[src/sv/bht_pkg.sv]
// Shared constants, codes and types of the branch history table predictor.
// Depends on nothing; the instruction interface, the update module and the predictor import it.
package bht_pkg;

    localparam int TABLE_ENTRIES = 128;
    localparam int INDEX_SHIFT   = 3;
    localparam int IDX_W         = $clog2(TABLE_ENTRIES);
    localparam int CTR_W         = 2;
    localparam int ADDR_W        = 32;

    localparam logic [1:0] MODE_OFF     = 2'd0;
    localparam logic [1:0] MODE_ONE_BIT = 2'd1;
    localparam logic [1:0] MODE_TWO_BIT = 2'd2;

    localparam logic [1:0] KIND_OTHER  = 2'd0;
    localparam logic [1:0] KIND_BRANCH = 2'd1;
    localparam logic [1:0] KIND_JUMP   = 2'd2;

    localparam logic [CTR_W-1:0] CTR_STRONG_NOT = 2'd0;
    localparam logic [CTR_W-1:0] CTR_WEAK_NOT   = 2'd1;
    localparam logic [CTR_W-1:0] CTR_WEAK_TAKEN = 2'd2;
    localparam logic [CTR_W-1:0] CTR_STRONG     = 2'd3;

    typedef logic [IDX_W-1:0] idx_t;
    typedef logic [CTR_W-1:0] ctr_t;

    typedef struct packed {
        logic [1:0] mode;
        logic [1:0] kind;
        logic       taken;
        logic       hit_valid;
        ctr_t       ctr;
    } bht_upd_in_t;

    typedef struct packed {
        logic active;
        logic correct;
        ctr_t ctr_next;
    } bht_upd_out_t;

endpackage

[src/sv/bht_instr_if.sv]
// Channel interface for resolved instructions entering the predictor.
// Depends on bht_pkg for the address width.
interface bht_instr_if
    import bht_pkg::*;
();
    logic              valid;
    logic              ready;
    logic [1:0]        instr_kind;
    logic [ADDR_W-1:0] instr_pc;
    logic [ADDR_W-1:0] target_addr;
    logic [ADDR_W-1:0] next_pc;

    modport source (
        output valid, instr_kind, instr_pc, target_addr, next_pc,
        input  ready
    );

    modport sink (
        input  valid, instr_kind, instr_pc, target_addr, next_pc,
        output ready
    );
endinterface

[src/sv/bht_result_if.sv]
// Channel interface for the prediction results leaving the predictor.
// Depends on nothing outside itself.
interface bht_result_if;
    logic valid;
    logic ready;
    logic pred_ok;

    modport source (
        output valid, pred_ok,
        input  ready
    );

    modport sink (
        input  valid, pred_ok,
        output ready
    );
endinterface

[src/sv/bht_ram.sv]
// Generic single-write, single-read synchronous RAM with a registered read port.
// Depends on nothing; a read of an address written at the same edge returns old data.
module bht_ram #(
    parameter int WIDTH = 2,
    parameter int DEPTH = 128
) (
    input  logic                     clk,
    input  logic                     wr_en,
    input  logic [$clog2(DEPTH)-1:0] wr_addr,
    input  logic [WIDTH-1:0]         wr_data,
    input  logic                     rd_en,
    input  logic [$clog2(DEPTH)-1:0] rd_addr,
    output logic [WIDTH-1:0]         rd_data
);

    logic [WIDTH-1:0] mem [DEPTH];

    always_ff @(posedge clk)
    begin
        if (wr_en)
        begin
            mem[wr_addr] <= wr_data;
        end
        if (rd_en)
        begin
            rd_data <= mem[rd_addr];
        end
    end

endmodule

[src/sv/bht_update.sv]
// Counter update and prediction check for one table entry.
// Depends on bht_pkg for the mode, kind and counter codes and the update structs.
module bht_update
    import bht_pkg::*;
(
    input  bht_upd_in_t  upd_in,
    output bht_upd_out_t upd_out
);

    logic right;
    ctr_t two_bit_next;

    always_comb
    begin
        case (upd_in.ctr)
            CTR_STRONG_NOT: two_bit_next = upd_in.taken ? CTR_WEAK_NOT : CTR_STRONG_NOT;
            CTR_WEAK_NOT:   two_bit_next = upd_in.taken ? CTR_STRONG : CTR_STRONG_NOT;
            CTR_WEAK_TAKEN: two_bit_next = upd_in.taken ? CTR_STRONG : CTR_STRONG_NOT;
            default:        two_bit_next = upd_in.taken ? CTR_STRONG : CTR_WEAK_TAKEN;
        endcase
    end

    always_comb
    begin
        if (upd_in.mode == MODE_TWO_BIT)
        begin
            right = (upd_in.ctr[CTR_W-1] == upd_in.taken);
        end
        else
        begin
            right = (upd_in.ctr == {{(CTR_W-1){1'b0}}, upd_in.taken});
        end
    end

    always_comb
    begin
        upd_out.active = ((upd_in.mode == MODE_ONE_BIT) || (upd_in.mode == MODE_TWO_BIT))
                      && ((upd_in.kind == KIND_BRANCH) || (upd_in.kind == KIND_JUMP));

        if (!upd_in.hit_valid)
        begin
            upd_out.correct = 1'b0;
        end
        else if (upd_in.kind == KIND_JUMP)
        begin
            upd_out.correct = 1'b1;
        end
        else
        begin
            upd_out.correct = right;
        end

        if (upd_in.mode == MODE_ONE_BIT)
        begin
            upd_out.ctr_next = {{(CTR_W-1){1'b0}}, upd_in.taken};
        end
        else
        begin
            upd_out.ctr_next = two_bit_next;
        end
    end

endmodule

[src/sv/branch_history_table_predictor.sv]
// The predictor takes one resolved instruction per cycle unless the result channel
// stalls, and returns one result per instruction after its s1 and output registers.
// The counters live in a 128-entry RAM, read when an instruction is taken and written
// back when it leaves the first stage; a write-back to the entry the next instruction
// reads is forwarded, so back-to-back instructions to one entry see the fresh counter.
// Valid marks are flip-flops cleared by reset, so no clearing pass is needed.
// The mode register must only be written while no instruction is in flight.
module branch_history_table_predictor
    import bht_pkg::*;
(
    input  logic         clk,
    input  logic         rst_n,
    input  logic         cfg_wr_en,
    input  logic [1:0]   cfg_wr_data,
    bht_instr_if.sink    instr,
    bht_result_if.source result
);

    logic [1:0]               mode_reg;
    logic [TABLE_ENTRIES-1:0] valid_reg;
    logic [TABLE_ENTRIES-1:0] valid_next;
    logic                     s1_valid_reg;
    logic                     s1_valid_next;
    logic [1:0]               s1_kind_reg;
    idx_t                     s1_idx_reg;
    logic                     s1_taken_reg;
    logic                     fwd_hit_reg;
    logic                     fwd_hit_next;
    ctr_t                     fwd_ctr_reg;
    logic                     last_correct_reg;
    logic                     last_correct_next;
    logic                     out_valid_reg;
    logic                     out_valid_next;
    logic                     out_correct_reg;
    logic                     out_correct_next;

    logic         in_fire;
    logic         s1_fire;
    idx_t         in_idx;
    logic         in_taken;
    ctr_t         ram_rd_data;
    logic         wr_en;
    bht_upd_in_t  upd_in;
    bht_upd_out_t upd_out;

    assign in_idx   = instr.instr_pc[INDEX_SHIFT +: IDX_W];
    assign in_taken = (instr.instr_kind == KIND_JUMP) || (instr.next_pc == instr.target_addr);
    assign s1_fire  = s1_valid_reg && (!out_valid_reg || result.ready);
    assign in_fire  = instr.valid && instr.ready;

    assign instr.ready    = !s1_valid_reg || s1_fire;
    assign result.valid   = out_valid_reg;
    assign result.pred_ok = out_correct_reg;

    bht_ram #(
        .WIDTH (CTR_W),
        .DEPTH (TABLE_ENTRIES)
    ) u_ctr_ram (
        .clk     (clk),
        .wr_en   (wr_en),
        .wr_addr (s1_idx_reg),
        .wr_data (upd_out.ctr_next),
        .rd_en   (in_fire),
        .rd_addr (in_idx),
        .rd_data (ram_rd_data)
    );

    always_comb
    begin
        upd_in.mode      = mode_reg;
        upd_in.kind      = s1_kind_reg;
        upd_in.taken     = s1_taken_reg;
        upd_in.hit_valid = valid_reg[s1_idx_reg];
        if (!valid_reg[s1_idx_reg])
        begin
            upd_in.ctr = CTR_STRONG_NOT;
        end
        else if (fwd_hit_reg)
        begin
            upd_in.ctr = fwd_ctr_reg;
        end
        else
        begin
            upd_in.ctr = ram_rd_data;
        end
    end

    bht_update u_update (
        .upd_in  (upd_in),
        .upd_out (upd_out)
    );

    assign wr_en = s1_fire && upd_out.active;

    always_comb
    begin
        valid_next        = valid_reg;
        last_correct_next = last_correct_reg;
        if (wr_en)
        begin
            valid_next[s1_idx_reg] = 1'b1;
            last_correct_next      = upd_out.correct;
        end

        s1_valid_next = in_fire || (s1_valid_reg && !s1_fire);
        fwd_hit_next  = wr_en && (s1_idx_reg == in_idx);

        out_valid_next   = s1_fire || (out_valid_reg && !result.ready);
        out_correct_next = out_correct_reg;
        if (s1_fire)
        begin
            out_correct_next = last_correct_next;
        end
    end

    always_ff @(posedge clk or negedge rst_n)
    begin
        if (!rst_n)
        begin
            mode_reg         <= MODE_OFF;
            valid_reg        <= '0;
            s1_valid_reg     <= 1'b0;
            fwd_hit_reg      <= 1'b0;
            last_correct_reg <= 1'b0;
            out_valid_reg    <= 1'b0;
        end
        else
        begin
            if (cfg_wr_en)
            begin
                mode_reg <= cfg_wr_data;
            end
            valid_reg        <= valid_next;
            s1_valid_reg     <= s1_valid_next;
            last_correct_reg <= last_correct_next;
            out_valid_reg    <= out_valid_next;
            if (in_fire)
            begin
                fwd_hit_reg <= fwd_hit_next;
            end
        end
    end

    always_ff @(posedge clk)
    begin
        if (in_fire)
        begin
            s1_kind_reg  <= instr.instr_kind;
            s1_idx_reg   <= in_idx;
            s1_taken_reg <= in_taken;
            fwd_ctr_reg  <= upd_out.ctr_next;
        end
        out_correct_reg <= out_correct_next;
    end

    assert property (@(posedge clk) disable iff (!rst_n)
        wr_en |=> valid_reg[$past(s1_idx_reg)])
        else $error("Updated entry was not marked valid.");

    assert property (@(posedge clk) disable iff (!rst_n)
        s1_fire |=> out_valid_reg)
        else $error("Finished instruction produced no result.");

    assert property (@(posedge clk) disable iff (!rst_n)
        (in_fire && wr_en && (s1_idx_reg == in_idx)) |=> fwd_hit_reg)
        else $error("Write-back to the entry being read was not forwarded.");

    assert property (@(posedge clk) disable iff (!rst_n)
        (wr_en && (s1_kind_reg == KIND_JUMP) && valid_reg[s1_idx_reg])
            |=> result.pred_ok)
        else $error("Jump on a valid entry was not reported correct.");

endmodule
[src/flat_wrapper.sv]
// flat-port wrapper written by rule: the top's interface ports become plain ports
module branch_history_table_predictor_flat import bht_pkg::*;
  (clk, rst_n, cfg_wr_en, cfg_wr_data, instr_valid, instr_instr_kind, instr_instr_pc, instr_target_addr, instr_next_pc, instr_ready, result_valid, result_pred_ok, result_ready);
  bht_instr_if instr_i ();
  bht_result_if result_i ();
  input  logic clk;
  input  logic rst_n;
  input  logic cfg_wr_en;
  input  logic [1:0] cfg_wr_data;
  input wire logic [$bits(instr_i.valid)-1:0] instr_valid;
  input wire logic [$bits(instr_i.instr_kind)-1:0] instr_instr_kind;
  input wire logic [$bits(instr_i.instr_pc)-1:0] instr_instr_pc;
  input wire logic [$bits(instr_i.target_addr)-1:0] instr_target_addr;
  input wire logic [$bits(instr_i.next_pc)-1:0] instr_next_pc;
  output wire logic [$bits(instr_i.ready)-1:0] instr_ready;
  output wire logic [$bits(result_i.valid)-1:0] result_valid;
  output wire logic [$bits(result_i.pred_ok)-1:0] result_pred_ok;
  input wire logic [$bits(result_i.ready)-1:0] result_ready;
  assign instr_i.valid = instr_valid;
  assign instr_i.instr_kind = instr_instr_kind;
  assign instr_i.instr_pc = instr_instr_pc;
  assign instr_i.target_addr = instr_target_addr;
  assign instr_i.next_pc = instr_next_pc;
  assign instr_ready = instr_i.ready;
  assign result_valid = result_i.valid;
  assign result_pred_ok = result_i.pred_ok;
  assign result_i.ready = result_ready;
  branch_history_table_predictor u_core (.clk(clk), .rst_n(rst_n), .cfg_wr_en(cfg_wr_en), .cfg_wr_data(cfg_wr_data), .instr(instr_i), .result(result_i));
endmodule
[config.mk]
export PLATFORM = sky130hd
export DESIGN_NAME = branch_history_table_predictor_flat
export DESIGN_NICKNAME = d
export VERILOG_FILES = /design/src/sv/bht_pkg.sv /design/src/sv/bht_instr_if.sv /design/src/sv/bht_result_if.sv /design/src/sv/bht_ram.sv /design/src/sv/bht_update.sv /design/src/sv/branch_history_table_predictor.sv /design/src/flat_wrapper.sv
export SDC_FILE = /design/constraint.sdc
export NUM_CORES = 1
export LEC_CHECK = 0
export ABC_CLOCK_PERIOD_IN_PS = 7700
export BUFFER_PORTS_ARGS = -buffer_cell sky130_fd_sc_hd__clkbuf_2
export CAP_MARGIN = 20
export CORE_AREA = 2 2 213 215
export CTS_CLUSTER_DIAMETER = 40
export DETAILED_ROUTE_END_ITERATION = 12
export DIE_AREA = 0 0 215 217
export GPL_ROUTABILITY_DRIVEN = 0
export PLACE_DENSITY_LB_ADDON = 0.3
export SYNTH_ARGS = -nofsm -noshare
export SYNTH_HDL_FRONTEND = slang
export SYNTH_HIERARCHICAL = 1
export SYNTH_SLANG_ARGS = --single-unit
export TNS_END_PERCENT = 100
[constraint.sdc]
create_clock -name clk -period 7.7 [get_ports clk]
set_input_delay 0.385 -clock clk [delete_from_list [all_inputs] [get_ports clk]]
set_output_delay 0.385 -clock clk [all_outputs]
set_load 0.005 [all_outputs]
==> impl_metrics.py <==
metrics = {
    "floorplan": {
        "coreArea_um2": 44700,
        "die_area_um2": 46700,
        "num_rows": 78,
        "ios": 108,
        "dieWidth_um": 215,
        "die_h_um": 217,
        "start_util": 0.391,
    },
    "synth": {
        "synth_cells": 1168,
        "yosysMostFrequentCell": "edfxtp_1",
        "synthTopCellsByCount": "edfxtp_1, nor2_1, dfrtp_1",
        "synth_flop_cell": "edfxtp_1",
        "ys_seq_area_frac": 0.658,
        "postSynthAreaPerCell_um2": 15.0,
        "synth_area_leader_cell": "edfxtp_1",
        "ys_seq_elements": 405,
        "syn_area_um2": 17500,
        "synth_cell_type_count": 61,
        "synth_top_area_share": 0.466,
        "synthesis.nets": 1277,
        "netlist_top_cells_area": "edfxtp_1, dfrtp_1, mux4_2, a21o_1, mux2i_1",
        "synth_edf_count": 271,
        "ys_async_sr_fraction": 0.331,
        "ys_warn_count": 6,
    },
    "pwr": {
        "leakagePower_nw": 8.61,
        "ir_worst_vdd_v": 0.000162,
        "p_per_area_nw_per_um2": 264,
        "finalPower_w": 0.00539,
    },
    "global_route": {
        "grt_pass1_wl_um": 62400,
        "grt_usage": 0.173,
        "antenna_found_initial": 2,
        "gr-total-overflow": 0,
        "grt_max_degree": 79,
        "grt_pass1_vias": 10900,
    },
    "place": {
        "pre_cts_slack_ns": 2.36,
        "hpwl_um": 24400,
        "io_buffers": 82,
    },
    "timing": {
        "max_freq_mhz": 188,
        "period_needed_ns": 5.33,
        "setup_violations": 0,
        "clock_skew_ns": 0.0255,
        "timing.final.crit_share": 0.692,
        "slew_violations": 0,
        "fin_ws_ns": 2.37,
        "rsz0062_at_grt": "false",
        "setup_tns_ns": 0,
        "worst_pin_slew_ns": 1.12,
        "slew-limit-headroom": 0.249,
        "hold_violations": 0,
    },
    "drt": {
        "drt-total-wl_um": 40000,
        "wl_per_cell_um": 20.9,
        "detail-route-antenna-nets": 0,
        "via_per_inst": 5.39,
        "drt-pass1-iter-count": 5,
        "drcViolationCount": 0,
        "dr_total_vias": 10300,
        "drtIter0Drc": 812,
    },
    "clock_tree": {
        "cts_made_buffers": 54,
        "cts_sinks": 405,
        "cts-resized-gates": 0,
        "clockBufferDepth": 3,
        "cts_tree": "yes",
        "clk_latency_ns": 0.60,
        "cts_root_buf": "clkbuf_16",
        "htree_levels": 2,
        "clk_pin_slew_ns": 0.05,
    },
    "final_layout": {
        "drive_gt1_frac": 0.213,
        "layout.nets": 1373,
        "area_delta_synth_final_pct": 16.8,
        "largest_reg_flops": 256,
    },
    "critical_path": {
        "worstPathArrival_ns": 5.62,
        "path_cells": "buf_4 -> mux2_1 -> mux4_2 -> o21ai_1 -> nand4_1 -> nor4b_2 -> a21oi_1 -> bufinv_8 -> ha_1 -> nor2_1 -> a21oi_1 -> nor2_4 -> buf_4",
        "worst-path-max-fanout": 60,
        "cp_top_family": "simple AND/OR/NAND/NOR gates",
        "slowest_delay_ns": 0.93,
        "path_buf_inv": 3,
        "cp-end-kind": "flop",
        "cp.required_ns": 8.00,
        "critical_path_class": "flop to flop",
        "slowest_stage": "edfxtp_1",
        "startpoint_type": "flop",
    },
    "outcome": {
        "status": "completed",
    },
    "min_path": {
        "hold_path_class": "input port to flop",
    },
    "run": {
        "maxCapViolCount": 0,
    },
}
-- area by class of cell --
type / count / area [um2]
clock inverters: 42 / 508
diodes: 1 / 2.50
inverters: 11 / 55.1
multi-input cells: 687 / 5630
clock buffers: 59 / 1380
fillers: 4025 / 24300
well taps: 600 / 751
flip-flops and latches: 405 / 11500
repair buffers: 105 / 603
-- metal layers --
| metal | routed length [um] | global-route usage | part of all wire |
|---|---|---|---|
| met4 | 1080 | 0.0607 | 0.027 |
| met5 | 8 | 0 | 0.00020 |
| met3 | 1920 | 0.0287 | 0.048 |
| met2 | 19300 | 0.287 | 0.48 |
| met1 | 17600 | 0.232 | 0.44 |
-- final timing paths --
path,from,to,slack (ns),cells past startpoint
max,u_core/s1_idx_reg[1],u_core/u_ctr_ram/mem[123][1],2.37,13
min,cfg_wr_data[1],u_core/mode_reg[1],0.03,2
max reg2reg,u_core/s1_idx_reg[1],u_core/u_ctr_ram/mem[123][1],2.37,13
min reg2reg,u_core/valid_reg[76],u_core/valid_reg[76],0.45,1
max in group asynchronous,rst_n,u_core/valid_reg[71],5.78,3
min in group asynchronous,rst_n,u_core/last_correct_reg,0.44,2
-- repair_timing --
item	CTS	global route
endpoints found under the hold margin	58	0
setup buffers	0	0
hold buffers	3	0
-- kinds of logic (layout without fill, tap and decap cells) --
family / count (synthesis) / count (layout) / synth area share
adders and majority gates: 4 / 4 / 0.00286
xor gates and xnor gates: 40 / 40 / 0.0200
AOI/OAI and AO/OA: 218 / 218 / 0.0909
buffers and inverters: 76 / 217 / 0.0225
other: 0 / 1 / 0
muxes: 143 / 143 / 0.130
DFF: 405 / 405 / 0.658
and+or+nand+nor: 282 / 282 / 0.0764
-- power by group --
| group | internal (W) | total, W | switching (W) | leakage (nW) |
|---|---|---|---|---|
| Clock | 0.00159 | 0.00258 | 0.000986 | 0.908 |
| Combinational | 0.000139 | 0.000366 | 0.000226 | 3.40 |
| Sequential | 0.00242 | 0.00245 | 0.0000334 | 4.31 |
-- placed cells by master (no fill, tap or decap), types with 4 or more instances in the layout --
master / instances
a21o_1: 128
a21oi_1: 17
a221oi_1: 6
a22oi_1: 23
and2_1: 5
buf_4: 20
bufinv_16: 8
clkbuf_1: 4
clkbuf_16: 54
clkbuf_2: 80
clkinv_1: 7
clkinv_2: 4
clkinv_4: 4
clkinvlp_4: 5
dfrtp_1: 134
edfxtp_1: 271
ha_1: 4
inv_1: 10
inv_6: 11
mux2_2: 12
mux2i_1: 64
mux4_1: 5
mux4_2: 59
nand2_1: 30
nand2b_1: 15
nand3_1: 17
nand4_1: 7
nor2_1: 141
nor2b_1: 15
nor3_1: 18
nor3_2: 4
nor4_1: 11
o22ai_1: 18
xnor2_1: 6
xor2_1: 34
-- stage by stage --
stage	hold slack [ns]	utilization	cells	instance area, um2
finish	0.0314	0.457	1910	20400
CTS	0.00698	0.457	1908	20400
global placement	0.429	0.413	1803	18500
floorplan	0.0894	-	1168	17500
detailed placement	0.437	0.414	1804	18500
global route	0.0258	0.457	1910	20400
Power figures use the tool's default switching activity.
